<file path="config.mk">
export PLATFORM = sky130hd
export DESIGN_NAME = encoder_position_speed_pwm_decoder
export DESIGN_NICKNAME = d
export VERILOG_FILES = /design/src/design/epd_pkg.sv /design/src/design/epd_div.sv /design/src/design/epd_ctrl.sv /design/src/design/epd_dp.sv /design/src/design/encoder_position_speed_pwm_decoder.sv
export VERILOG_INCLUDE_DIRS = /design/src /design/src/design
export SDC_FILE = /design/constraint.sdc
export NUM_CORES = 2
export LEC_CHECK = 0
export ABC_AREA = 0
export BUFFER_PORTS_ARGS = -buffer_cell sky130_fd_sc_hd__buf_2
export CAP_MARGIN = 20
export CORE_MARGIN = 2
export CORE_UTILIZATION = 65
export CTS_CLUSTER_DIAMETER = 60
export CTS_CLUSTER_SIZE = 28
export DETAILED_ROUTE_END_ITERATION = 6
export GPL_ROUTABILITY_DRIVEN = 0
export GPL_TIMING_DRIVEN = 0
export PLACE_DENSITY_LB_ADDON = 0.1
export SETUP_SLACK_MARGIN = 0.05
export SLEW_MARGIN = 20
export SYNTH_ARGS = -nofsm -noshare
export SYNTH_HDL_FRONTEND = slang
export SYNTH_HIERARCHICAL = 1
export SYNTH_SLANG_ARGS = --single-unit
</file>
<file path="constraint.sdc">
create_clock -name clk -period 22.8 [get_ports clk]
set_clock_uncertainty 0.1 [all_clocks]
set_input_delay 0 -clock clk [delete_from_list [all_inputs] [get_ports clk]]
set_output_delay 0 -clock clk [all_outputs]
set_load 0.01 [all_outputs]
</file>
<file path="src/design/assert_macros.svh">
// Assertion macros used by the top-level design file.
`ifndef ASSERT_MACROS_SVH
`define ASSERT_MACROS_SVH
`ifndef SYNTHESIS
`define CHK_IMPLIES(name, clk, rst_n, a, b) \
	name: assert property (@(posedge clk) disable iff (!rst_n) (a) |-> (b)) \
	else $error("assertion failed");
`define CHK_NEXT(name, clk, rst_n, a, b) \
	name: assert property (@(posedge clk) disable iff (!rst_n) (a) |=> (b)) \
	else $error("assertion failed");
`else
`define CHK_IMPLIES(name, clk, rst_n, a, b)
`define CHK_NEXT(name, clk, rst_n, a, b)
`endif
`endif

</file>
<file path="src/design/epd_pkg.sv">
// Shared types, constants and helpers of the encoder position decoder.
package epd_pkg;
	localparam int NUM_W = 44;
	localparam int DEN_W = 48;
	localparam int CNT_W = $clog2(NUM_W);
	localparam logic [22:0] SPD_K = 23'd6000000;
	localparam logic [12:0] PWM_K = 13'd4115;
	localparam logic [11:0] DEG_K = 12'd3600;
	localparam logic [11:0] ANG_MAX = 12'd3599;
	localparam logic [15:0] PER_MAX = 16'd65535;

	typedef enum logic [1:0] {FUNC_TICK, FUNC_EDGE, FUNC_ZPULSE, FUNC_ZERO} func_t;
	typedef enum logic [1:0] {SEL_SPD, SEL_ANG, SEL_PWM} div_sel_t;
	typedef enum logic {CFG_CPR, CFG_TIMEOUT} cfg_idx_t;

	typedef struct packed {
		logic     apply;
		logic     mul1;
		logic     mul2;
		logic     start;
		div_sel_t start_sel;
		logic     cap_spd;
		logic     cap_ang;
		logic     cap_pwm;
		logic     load_out;
	} cmd_t;

	typedef struct packed {
		logic spd_en;
		logic pwm_en;
		logic div_done;
		logic out_blocked;
	} sts_t;

	function automatic logic [31:0] sat_s32(input logic neg, input logic [NUM_W-1:0] mag);
		logic [31:0] r;
		if (neg) begin
			if (mag > NUM_W'(33'h080000000)) r = 32'h80000000;
			else r = 32'd0 - mag[31:0];
		end else begin
			if (mag > NUM_W'(32'h7FFFFFFF)) r = 32'h7FFFFFFF;
			else r = mag[31:0];
		end
		return r;
	endfunction
endpackage

</file>
<file path="src/design/epd_div.sv">
// Unsigned restoring divider, one quotient bit per cycle.
module epd_div import epd_pkg::*; (
	input  logic             clk,
	input  logic             arst_n,
	input  logic             start,
	input  logic [NUM_W-1:0] num,
	input  logic [DEN_W-1:0] den,
	output logic             done,
	output logic [NUM_W-1:0] quot
);
	logic             busy_q, done_q;
	logic [CNT_W-1:0] cnt_q;
	logic [DEN_W-1:0] rem_q, den_q, rem_nxt;
	logic [NUM_W-1:0] quo_q;
	logic [DEN_W:0]   trial, diff;
	logic             ge;

	assign trial = {rem_q, quo_q[NUM_W-1]};
	assign diff = trial - {1'b0, den_q};
	assign ge = trial >= {1'b0, den_q};
	assign rem_nxt = ge ? diff[DEN_W-1:0] : trial[DEN_W-1:0];

	always_ff @(posedge clk or negedge arst_n) begin
		if (!arst_n) begin
			busy_q <= 1'b0;
			done_q <= 1'b0;
			cnt_q <= '0;
		end else begin
			done_q <= 1'b0;
			if (start) begin
				busy_q <= 1'b1;
				cnt_q <= '0;
			end else if (busy_q) begin
				cnt_q <= cnt_q + 1'b1;
				if (cnt_q == CNT_W'(NUM_W - 1)) begin
					busy_q <= 1'b0;
					done_q <= 1'b1;
				end
			end
		end
	end

	always_ff @(posedge clk) begin
		if (start) begin
			rem_q <= '0;
			quo_q <= num;
			den_q <= den;
		end else if (busy_q) begin
			rem_q <= rem_nxt;
			quo_q <= {quo_q[NUM_W-2:0], ge};
		end
	end

	assign done = done_q;
	assign quot = quo_q;
endmodule

</file>
<file path="src/design/epd_ctrl.sv">
// Controller state machine that sequences event update, products and divisions.
module epd_ctrl import epd_pkg::*; (
	input  logic clk,
	input  logic arst_n,
	input  logic in_valid,
	output logic in_stall,
	output cmd_t cmd,
	input  sts_t sts
);
	typedef enum logic [2:0] {
		ST_IDLE, ST_MUL1, ST_MUL2, ST_DSPD, ST_DANG, ST_DPWM, ST_FIN
	} state_t;

	state_t state_q, state_nxt;

	always_comb begin
		cmd = '0;
		state_nxt = state_q;
		case (state_q)
			ST_IDLE: begin
				if (in_valid) begin
					cmd.apply = 1'b1;
					state_nxt = ST_MUL1;
				end
			end
			ST_MUL1: begin
				cmd.mul1 = 1'b1;
				state_nxt = ST_MUL2;
			end
			ST_MUL2: begin
				cmd.mul2 = 1'b1;
				cmd.start = 1'b1;
				if (sts.spd_en) begin
					cmd.start_sel = SEL_SPD;
					state_nxt = ST_DSPD;
				end else begin
					cmd.start_sel = SEL_ANG;
					state_nxt = ST_DANG;
				end
			end
			ST_DSPD: begin
				if (sts.div_done) begin
					cmd.cap_spd = 1'b1;
					cmd.start = 1'b1;
					cmd.start_sel = SEL_ANG;
					state_nxt = ST_DANG;
				end
			end
			ST_DANG: begin
				if (sts.div_done) begin
					cmd.cap_ang = 1'b1;
					if (sts.pwm_en) begin
						cmd.start = 1'b1;
						cmd.start_sel = SEL_PWM;
						state_nxt = ST_DPWM;
					end else begin
						state_nxt = ST_FIN;
					end
				end
			end
			ST_DPWM: begin
				if (sts.div_done) begin
					cmd.cap_pwm = 1'b1;
					state_nxt = ST_FIN;
				end
			end
			ST_FIN: begin
				if (!sts.out_blocked) begin
					cmd.load_out = 1'b1;
					state_nxt = ST_IDLE;
				end
			end
			default: state_nxt = ST_IDLE;
		endcase
	end

	always_ff @(posedge clk or negedge arst_n) begin
		if (!arst_n) state_q <= ST_IDLE;
		else state_q <= state_nxt;
	end

	assign in_stall = (state_q != ST_IDLE);
endmodule

</file>
<file path="src/design/epd_dp.sv">
// Datapath: decoder state, configuration, products, divider and result register.
module epd_dp import epd_pkg::*; (
	input  logic               clk,
	input  logic               arst_n,
	input  cmd_t               cmd,
	output sts_t               sts,
	input  logic               cfg_we,
	input  logic               cfg_index,
	input  logic [15:0]        cfg_data,
	input  logic [1:0]         func,
	input  logic [31:0]        now_ms,
	input  logic [15:0]        timer_count,
	input  logic [15:0]        capture_value,
	input  logic               out_stall,
	output logic               out_valid,
	output logic signed [31:0] position,
	output logic signed [31:0] zeroed_count,
	output logic signed [15:0] pos_delta,
	output logic [15:0]        sample_period,
	output logic signed [31:0] speed_crpm,
	output logic signed [31:0] angle_ddeg,
	output logic [31:0]        index_count,
	output logic [31:0]        last_index_ms,
	output logic               pwm_ok,
	output logic [15:0]        pwm_period,
	output logic [15:0]        pwm_high,
	output logic [11:0]        pwm_angle
);
	logic [15:0] cpr_q, timeout_q;
	logic [31:0] total_q, zoff_q, time_now_q, edge_time_q, pulse_total_q, pulse_time_q;
	logic [31:0] speed_held_q, period_q;
	logic [15:0] prev_cnt_q, prev_delta_q, period_held_q, rise_q, per_meas_q, high_meas_q;
	logic        await_fall_q, seen_rise_q, duty_valid_q, spd_en_q, pwm_en_q, out_valid_q;

	logic [31:0] period_c, zeroed_c, zmag_c;
	logic [15:0] d16_c, dmag_c, diff_c, cpr_eff_c;

	logic [NUM_W-1:0] spd_num_q, ang_num_q, pwm_num_q;
	logic [DEN_W-1:0] spd_den_q;
	logic [28:0]      hi_q, pe4_q;
	logic             spd_neg_q, ang_neg_q;
	logic [31:0]      ang_q;
	logic [11:0]      pwm_ang_q;

	logic [NUM_W-1:0] div_num, quot;
	logic [DEN_W-1:0] div_den;
	logic             div_done;
	logic [38:0]      spd_prod;
	logic [47:0]      den_prod;
	logic [43:0]      ang_prod;
	logic [28:0]      hi_prod, pe_prod, hi_diff;
	logic [40:0]      pwm_prod;

	assign period_c = now_ms - time_now_q;
	assign d16_c = timer_count - prev_cnt_q;
	assign diff_c = capture_value - rise_q;
	assign zeroed_c = total_q - zoff_q;
	assign zmag_c = zeroed_c[31] ? (32'd0 - zeroed_c) : zeroed_c;
	assign dmag_c = prev_delta_q[15] ? (16'd0 - prev_delta_q) : prev_delta_q;
	assign cpr_eff_c = (cpr_q == 16'd0) ? 16'd1 : cpr_q;

	assign spd_prod = dmag_c * SPD_K;
	assign den_prod = cpr_eff_c * period_q;
	assign ang_prod = zmag_c * DEG_K;
	assign hi_prod = high_meas_q * PWM_K;
	assign pe_prod = per_meas_q * PWM_K;
	assign hi_diff = hi_q - {13'd0, per_meas_q};
	assign pwm_prod = hi_diff * DEG_K;

	// Configuration registers.
	always_ff @(posedge clk or negedge arst_n) begin
		if (!arst_n) begin
			cpr_q <= 16'd4096;
			timeout_q <= 16'd100;
		end else if (cfg_we) begin
			case (cfg_idx_t'(cfg_index))
				CFG_CPR: cpr_q <= cfg_data;
				CFG_TIMEOUT: timeout_q <= cfg_data;
				default: ;
			endcase
		end
	end

	// Decoder state, updated once per accepted request.
	always_ff @(posedge clk or negedge arst_n) begin
		if (!arst_n) begin
			total_q <= '0; zoff_q <= '0; time_now_q <= '0; edge_time_q <= '0;
			pulse_total_q <= '0; pulse_time_q <= '0; speed_held_q <= '0; period_q <= '0;
			prev_cnt_q <= '0; prev_delta_q <= '0; period_held_q <= '0; rise_q <= '0;
			per_meas_q <= '0; high_meas_q <= '0; await_fall_q <= 1'b0;
			seen_rise_q <= 1'b0; duty_valid_q <= 1'b0; spd_en_q <= 1'b0;
			pwm_en_q <= 1'b0; out_valid_q <= 1'b0;
		end else begin
			if (cmd.apply) begin
				spd_en_q <= (func_t'(func) == FUNC_TICK) && (period_c != 32'd0);
				case (func_t'(func))
					FUNC_TICK: begin
						time_now_q <= now_ms;
						period_q <= period_c;
						period_held_q <= (period_c > {16'd0, PER_MAX}) ? PER_MAX
							: period_c[15:0];
						prev_cnt_q <= timer_count;
						prev_delta_q <= d16_c;
						total_q <= total_q + {{16{d16_c[15]}}, d16_c};
						if (duty_valid_q && ((now_ms - edge_time_q) > {16'd0, timeout_q}))
							duty_valid_q <= 1'b0;
					end
					FUNC_EDGE: begin
						edge_time_q <= time_now_q;
						if (!await_fall_q) begin
							if (seen_rise_q) per_meas_q <= diff_c;
							rise_q <= capture_value;
							seen_rise_q <= 1'b1;
							await_fall_q <= 1'b1;
						end else begin
							high_meas_q <= diff_c;
							await_fall_q <= 1'b0;
							if (diff_c != 16'd0 && per_meas_q > diff_c) duty_valid_q <= 1'b1;
						end
					end
					FUNC_ZPULSE: begin
						pulse_total_q <= pulse_total_q + 32'd1;
						pulse_time_q <= time_now_q;
					end
					FUNC_ZERO: zoff_q <= total_q;
					default: ;
				endcase
			end
			if (cmd.mul2)
				pwm_en_q <= duty_valid_q && (per_meas_q > high_meas_q)
					&& (hi_q > {13'd0, per_meas_q});
			if (cmd.cap_spd) speed_held_q <= sat_s32(spd_neg_q, quot);
			if (cmd.load_out) out_valid_q <= 1'b1;
			else if (!out_stall) out_valid_q <= 1'b0;
		end
	end

	// Operand products, division results and the output register.
	always_ff @(posedge clk) begin
		if (cmd.mul1) begin
			spd_num_q <= NUM_W'(spd_prod);
			spd_neg_q <= prev_delta_q[15];
			spd_den_q <= den_prod;
			ang_num_q <= ang_prod;
			ang_neg_q <= zeroed_c[31];
			hi_q <= hi_prod;
			pe4_q <= pe_prod;
		end
		if (cmd.mul2) begin
			pwm_num_q <= NUM_W'(pwm_prod);
			pwm_ang_q <= '0;
		end
		if (cmd.cap_ang) ang_q <= sat_s32(ang_neg_q, quot);
		if (cmd.cap_pwm)
			pwm_ang_q <= (quot > NUM_W'(ANG_MAX)) ? ANG_MAX : quot[11:0];
		if (cmd.load_out) begin
			position <= total_q;
			zeroed_count <= zeroed_c;
			pos_delta <= prev_delta_q;
			sample_period <= period_held_q;
			speed_crpm <= cmd.cap_spd ? sat_s32(spd_neg_q, quot) : speed_held_q;
			angle_ddeg <= ang_q;
			index_count <= pulse_total_q;
			last_index_ms <= pulse_time_q;
			pwm_ok <= duty_valid_q;
			pwm_period <= per_meas_q;
			pwm_high <= high_meas_q;
			pwm_angle <= pwm_ang_q;
		end
	end

	always_comb begin
		case (cmd.start_sel)
			SEL_SPD: begin div_num = spd_num_q; div_den = spd_den_q; end
			SEL_ANG: begin div_num = ang_num_q; div_den = {32'd0, cpr_eff_c}; end
			SEL_PWM: begin div_num = pwm_num_q; div_den = {19'd0, pe4_q}; end
			default: begin div_num = ang_num_q; div_den = {32'd0, cpr_eff_c}; end
		endcase
	end

	epd_div u_div (
		.clk   (clk),
		.arst_n(arst_n),
		.start (cmd.start),
		.num   (div_num),
		.den   (div_den),
		.done  (div_done),
		.quot  (quot)
	);

	assign sts.spd_en = spd_en_q;
	assign sts.pwm_en = pwm_en_q;
	assign sts.div_done = div_done;
	assign sts.out_blocked = out_valid_q && out_stall;
	assign out_valid = out_valid_q;
endmodule

</file>
<file path="src/design/encoder_position_speed_pwm_decoder.sv">
// A request is taken in ST_IDLE, the product states ST_MUL1 and ST_MUL2 follow, then one to three
// divisions run on the shared bit-serial divider, and the result is loaded in ST_FIN.
// No new request is taken until the previous one is loaded; in_stall is high meanwhile.
// A new request is taken while the previous result still waits in the output register.
// Reset (arst_n low, asynchronous) clears all decoder state and loads the register defaults.
// Top level of the encoder position, speed and PWM angle decoder.
`include "assert_macros.svh"
module encoder_position_speed_pwm_decoder import epd_pkg::*; (
	input  logic               clk,
	input  logic               arst_n,
	input  logic               in_valid,
	output logic               in_stall,
	input  logic [1:0]         func,
	input  logic [31:0]        now_ms,
	input  logic [15:0]        timer_count,
	input  logic [15:0]        capture_value,
	output logic               out_valid,
	input  logic               out_stall,
	output logic signed [31:0] position,
	output logic signed [31:0] zeroed_count,
	output logic signed [15:0] pos_delta,
	output logic [15:0]        sample_period,
	output logic signed [31:0] speed_crpm,
	output logic signed [31:0] angle_ddeg,
	output logic [31:0]        index_count,
	output logic [31:0]        last_index_ms,
	output logic               pwm_ok,
	output logic [15:0]        pwm_period,
	output logic [15:0]        pwm_high,
	output logic [11:0]        pwm_angle,
	input  logic               cfg_valid,
	output logic               cfg_ready,
	input  logic               cfg_index,
	input  logic [15:0]        cfg_data
);
	cmd_t cmd;
	sts_t sts;

	assign cfg_ready = 1'b1;

	epd_ctrl u_ctrl (
		.clk     (clk),
		.arst_n  (arst_n),
		.in_valid(in_valid),
		.in_stall(in_stall),
		.cmd     (cmd),
		.sts     (sts)
	);

	epd_dp u_dp (
		.clk           (clk),
		.arst_n        (arst_n),
		.cmd           (cmd),
		.sts           (sts),
		.cfg_we        (cfg_valid && cfg_ready),
		.cfg_index     (cfg_index),
		.cfg_data      (cfg_data),
		.func          (func),
		.now_ms        (now_ms),
		.timer_count   (timer_count),
		.capture_value (capture_value),
		.out_stall     (out_stall),
		.out_valid     (out_valid),
		.position      (position),
		.zeroed_count  (zeroed_count),
		.pos_delta     (pos_delta),
		.sample_period (sample_period),
		.speed_crpm    (speed_crpm),
		.angle_ddeg    (angle_ddeg),
		.index_count   (index_count),
		.last_index_ms (last_index_ms),
		.pwm_ok        (pwm_ok),
		.pwm_period    (pwm_period),
		.pwm_high      (pwm_high),
		.pwm_angle     (pwm_angle)
	);

	`CHK_NEXT(a_busy_after_req, clk, arst_n, in_valid && !in_stall, in_stall)
	`CHK_IMPLIES(a_pwm_range, clk, arst_n, out_valid, pwm_angle <= ANG_MAX)
	`CHK_IMPLIES(a_pwm_needs_valid, clk, arst_n, out_valid && (pwm_angle != 12'd0), pwm_ok)
endmodule
</file>
---- After elaboration in Yosys (flattened, before gate mapping) ----
Index checks and enable logic that the tools add are counted.
word-level totals
  flip-flop bits (word level) ............. 1071
  latch bits .............................. 0
  bits in writable memories ............... 0
  bits in read-only memories .............. 0
  memories ................................ 0
operators by class
  add/subtract/negate cells ............... 13
  multipliers ............................. 6
  div/mod/pow operators ................... 0
  $lt $le $gt $ge ......................... 9
  equal/unequal tests ..................... 20
  shifts and indexed selects .............. 0
  muxes and demuxes ....................... 55
  bitwise gates (word level) .............. 2
  reductions and logical operators ........ 27
operators by type and width
  operator                                              count
  two-way mux 32 bit                                    6
  one-hot mux 48 bit (2 select lines)                   1
  subtractor 32 bit                                     3
  two-way mux 44 bit                                    2
  one-hot mux 44 bit (2 select lines)                   1
  subtractor 1 x 32 -> 32 bit, first input constant     2
  multiplier 16 x 13 -> 29 bit, second input constant   2
  >= comparator 49 x 48 -> 1 bit                        1
  multiplier 16 x 32 -> 48 bit                          1
  two-way mux 16 bit                                    3
  two-way mux 48 bit                                    1
  subtractor 48 bit                                     1
  > comparator 44 x 12 -> 1 bit, second input constant  1
  > comparator 44 x 31 -> 1 bit, second input constant  1
  > comparator 44 x 32 -> 1 bit, second input constant  1
  multiplier 32 x 8 -> 40 bit, second input constant    1
  multiplier 29 x 8 -> 37 bit, second input constant    1
  two-way mux 12 bit                                    3
  adder 32 x 1 -> 32 bit, second input constant         1
  adder 32 bit                                          1
  > comparator 16 bit                                   2
  > comparator 32 x 16 -> 1 bit                         1
  > comparator 32 x 16 -> 1 bit, second input constant  1
  multiplier 16 x 16 -> 32 bit, second input constant   1
  other kinds (34)                                      93

---- Longest topological paths before layout ----
  depth in word-level cells ............... 6
  depth in mapped cells ................... 37
  gate-level depth less buffers ........... 36

---- Cells and area by module ----
The synthesis kept the hierarchy.
by module, submodules not included
  module                              instances  cells an instance  area each (µm²)  seq. area each (µm²)
  epd_dp                              1          7700               77485.6          25679.6
  epd_div                             1          918                8876.0           3923.8
  epd_ctrl                            1          42                 310.3            75.1
  encoder_position_speed_pwm_decoder  1          2                  11.3             0.0

---- Worst setup path after synthesis ----
Ideal clock, no wire load.
  kind .................................... flip-flop to flip-flop
  from .................................... reg u_ctrl.state_q[1]
  to ...................................... reg u_dp.ang_neg_q, enable pin
  setup time .............................. 0.942 ns
  arrival ................................. 12.713 ns
  slack ................................... 9.045 ns
  stages on the path, launching flop included .. 3
  buffers on the path ..................... 1
  period minus slack after synthesis ...... 13.755 ns
  cells stage by stage .................... dfrtp_1 > buf_2 > nor3_1
RTL lines
  item                    line            text
  start, declared         epd_ctrl.sv:14  state_t state_q, state_nxt;
  start signal, assigned  epd_ctrl.sv:79  else state_q <= state_nxt;
  end signal, assigned    epd_dp.sv:145   ang_neg_q <= zeroed_c[31];
  end, declared           epd_dp.sv:41    logic spd_neg_q, ang_neg_q;

---- Worst setup path after layout ----
  from .................................... reg u_dp.total_q[4]
  to ...................................... reg u_dp.ang_num_q[41], data pin
on the way
  cells in the longest elaborated chain, start to end .. 4
ends and longest elaborated chain
  item                             line           text
  start, declared                  epd_dp.sv:30   logic [31:0] total_q, zoff_q, time_now_q, edge_time_q, pulse_total_q, pulse_time_q;
  start signal, assigned           epd_dp.sv:104  total_q <= total_q + {{16{d16_c[15]}}, d16_c};
  subtractor 32 bit (*)            epd_dp.sv:57   assign zeroed_c = total_q - zoff_q;
  via u_dp.zeroed_c[31]            epd_dp.sv:35   logic [31:0] period_c, zeroed_c, zmag_c;
  subtractor 1 x 32 -> 32 bit      epd_dp.sv:58   assign zmag_c = zeroed_c[31] ? (32'd0 - zeroed_c) : zeroed_c;
  two-way mux 32 bit (*)           epd_dp.sv:58
  multiplier 32 x 8 -> 40 bit (*)  epd_dp.sv:64   assign ang_prod = zmag_c * DEG_K;
  via u_dp.ang_prod[41]            epd_dp.sv:50   logic [43:0] ang_prod;
  end signal, assigned             epd_dp.sv:144  ang_num_q <= ang_prod;
  end, declared                    epd_dp.sv:38   logic [NUM_W-1:0] spd_num_q, ang_num_q, pwm_num_q;
The timed path passes the listed nets; every way through them passes the cells marked *.
A chain may end at the register's enable or synchronous reset.

==> results.json <==
{
  "ir_drop_mv": 0.283,
  "routed-via-count": 67394,
  "final_cells": 11186,
  "startpoint": "u_dp/total_q[4]$_DFFE_PN0P_",
  "cts-resized-gates": 0,
  "busiest_layer": "met2",
  "slowest_stage": "clkbuf_1",
  "clock_power_share_pct": 21.3,
  "hold_path_class": "input port to flip-flop",
  "synth-main-ff-cell": "edfxtp_1",
  "r2r-start": "u_dp/total_q[4]$_DFFE_PN0P_",
  "setup_tns_ns": 0,
  "std_cell_rows": 133,
  "area_growth_pct": 11.7,
  "ys_seq_area_share_pct": 34.2,
  "critPathRequiredTime_ns": 23.20,
  "synth_edf_count": 622,
  "ys_ff_latch": 1071,
  "initial_core_util_pct": 65.7,
  "nNetsFinal": 10975,
  "routed_wirelength_mm": 236,
  "synth_area_um2": 86700,
  "rsz0062_at_grt": "no",
  "cts_sinks": 1071,
  "cts_tree": "yes",
  "max_slew.worst_pin.slew_ns": 1.11,
  "cts-root-buf": "clkbuf_16",
  "swShare_pct": 41.0,
  "synth-async-reset-ratio_pct": 37.4,
  "clk_pin_slew_ns": 0.09,
  "portBuffers": 358,
  "leakage_nw": 45.3,
  "setup_viol": 0,
  "cp_max_fo": 11,
  "crit_top_cell": "a21oi_1",
  "max_freq_mhz": 98.5,
  "grt_max_degree": 96,
  "pwr-share-comb_pct": 51.5,
  "end_kind": "flip-flop",
  "gr-usage-met3_pct": 5.15,
  "cts_buffers": 93,
  "grt-ovfl-total": 0,
  "synth_common_cells": "1283 x inv_1, 912 x nand2_1, 892 x ha_1, 649 x fa_1, 622 x edfxtp_1",
  "synth_top_area_cell": "edfxtp_1",
  "drc": 10,
  "antenna_found_initial": 6,
  "placedCellCount": 10812,
  "die_w_um": 369,
  "hold_viol": 0,
  "htree_levels": 3,
  "path_class": "flip-flop to flip-flop",
  "slew_viol_final": 0,
  "ant_nets": 0,
  "switchingPower_w": 0.00350,
  "io_pins": 360,
  "ys_warn_count": 6,
  "syn_avg_cell_area_um2": 10.0,
  "synth_top_area_share_pct": 21.5,
  "hold_start": "cfg_data[2]",
  "worstSetupStartpointType": "flip-flop",
  "gr-usage-met2_pct": 59.0,
  "relSlewSlack_pct": 26.1,
  "vias_per_cell": 6.02,
  "run_status": "finished with violations",
  "synth.most_common_cell": "inv_1",
  "grt_first_pass_wirelength_mm": 373,
  "power_frac_seq_pct": 27.2,
  "drtIter0Drc": 6036,
  "drtPass1Iterations": 7,
  "track_usage_pct": 35.1,
  "p_int_w": 0.00503,
  "fin_crit_sh_pct": 44.5,
  "p_per_area_nw_per_um2": 88.1,
  "violations": "design-rule violations",
  "synth_area_leaders": "edfxtp_1 22%, fa_1 15%, ha_1 13%",
  "worstPathArrival_ns": 10.56,
  "maxCapViolCount": 0,
  "synthCells": 8662,
  "clk_latency_ns": 0.76,
  "core_region_area_um2": 132000,
  "cpPeakStageDelay_ns": 0.61,
  "met1_usage_pct": 43.4,
  "clock_path_buffers": 3,
  "grt_pass1_vias": 68911,
  "finalCriticalPeriod_ns": 10.15,
  "die_y_um": 369,
  "dp_hpwl_mm": 182,
  "dieArea_um2": 136000,
  "wire_per_inst_um": 21.1,
  "layout-drive-gt1-share_pct": 8.49,
  "ys_types": 101
}
-- cell type report --
class | count | area (um2)
Buffer | 290 | 1160
Antenna cell | 4 | 10.0
Timing Repair Buffer | 586 | 4250
Clock inverter | 80 | 1260
Sequential cell | 1071 | 29700
Fill cell | 9390 | 35100
Tap cell | 1755 | 2200
Clock buffer | 96 | 2380
Inverter | 1283 | 4820
Multi-Input combinational cell | 6021 | 51100
-- worst max-delay path, delay by kind of cell (launching register included) --
family | cells | cell delay, ns
xor+xnor | 3 | 0.76
fa+ha+maj | 6 | 2.51
flops | 1 | 0.43
simple gates | 3 | 0.58
buf+inv | 5 | 1.29
compound gates | 16 | 4.21
-- through the flow --
stage / util [%] / setup slack (ns) / total power (W) / hold WS (ns) / area (um2)
2_1_floorplan: - / 9.05 / 0.00565 / -0.396 / 86700
6_report: 73.4 / 12.65 / 0.00853 / 0.0439 / 96800
3_3_place_gp: 68.7 / 3.94 / 0.00650 / 0.128 / 90700
5_1_grt: 73.4 / 12.13 / 0.00914 / 0.0238 / 96800
3_5_place_dp: 69.1 / 13.02 / 0.00663 / -0.133 / 91200
4_1_cts: 73.4 / 12.83 / 0.00851 / 0.000264 / 96800
-- routing by layer --
layer  wire length [um]  vias up
li1                   -    30547
met5                 28        -
met1              89500    33026
met3              17300      794
met4              14900        4
met2             114000     3023
-- path summary, 6_finish.rpt --
kind                                               endpoint  slack, ns  cells past startpoint
setup reg to reg               u_dp/ang_num_q[41]$_DFFE_PP_      12.65                     33
hold / removal                    u_dp/cpr_q[2]$_DFFE_PN0P_       0.04                      3
max in group asynchronous   u_dp/high_meas_q[2]$_DFFE_PN0P_      21.27                      5
hold reg to reg               u_dp/angle_ddeg[22]$_DFFE_PP_       0.32                      0
min in group asynchronous  u_dp/edge_time_q[22]$_DFFE_PN0P_       0.34                      4
setup / recovery               u_dp/ang_num_q[41]$_DFFE_PP_      12.65                     33
-- power by group through the flow --
stage,Clock [W],Combinational (W),Sequential (W)
floorplan,0,0.00331,0.00235
global placement,0,0.00415,0.00236
detailed placement,0,0.00428,0.00236
CTS,0.00184,0.00436,0.00232
global route,0.00192,0.00490,0.00232
finish,0.00182,0.00439,0.00232
-- flip-flops by register name (all words and copies together), names as in the netlist, 37 cells and up --
name              count
u_dp/ang_num_q       40
u_dp/u_div/rem_q     48
u_dp/u_div/quot      44
u_dp/u_div/den_q     48
u_dp/spd_den_q       48
u_dp/pwm_num_q       37
-- logic make-up after synthesis --
family                     after synthesis  share of synthesized area [%]
and+or+nand+nor                       2168                           11.8
AOI/OAI and AO/OA                     1614                           11.7
buffers and inverters                 1573                           6.89
adders and majority gates             1548                           27.9
DFF                                   1071                           34.2
xor gates and xnor gates               472                           4.80
muxes                                  214                           2.65
other                                    2                        0.00866
-- repair_timing --
action	4_1_cts	5_1_grt
hold endpoints to repair	518	0
hold buffers	194	0
setup buffers	0	0
-- cells in the final DEF, fill, tap and decap left out, drive strengths merged, types with 307 or more instances in the layout --
cell    instances
dfrtp         397
clkbuf        354
buf           425
nor2          394
fa            649
edfxtp        622
a21oi         455
xnor2         307
nand2         914
ha            892
o21ai         479
inv          1332
(Power assumes the default switching activity.)
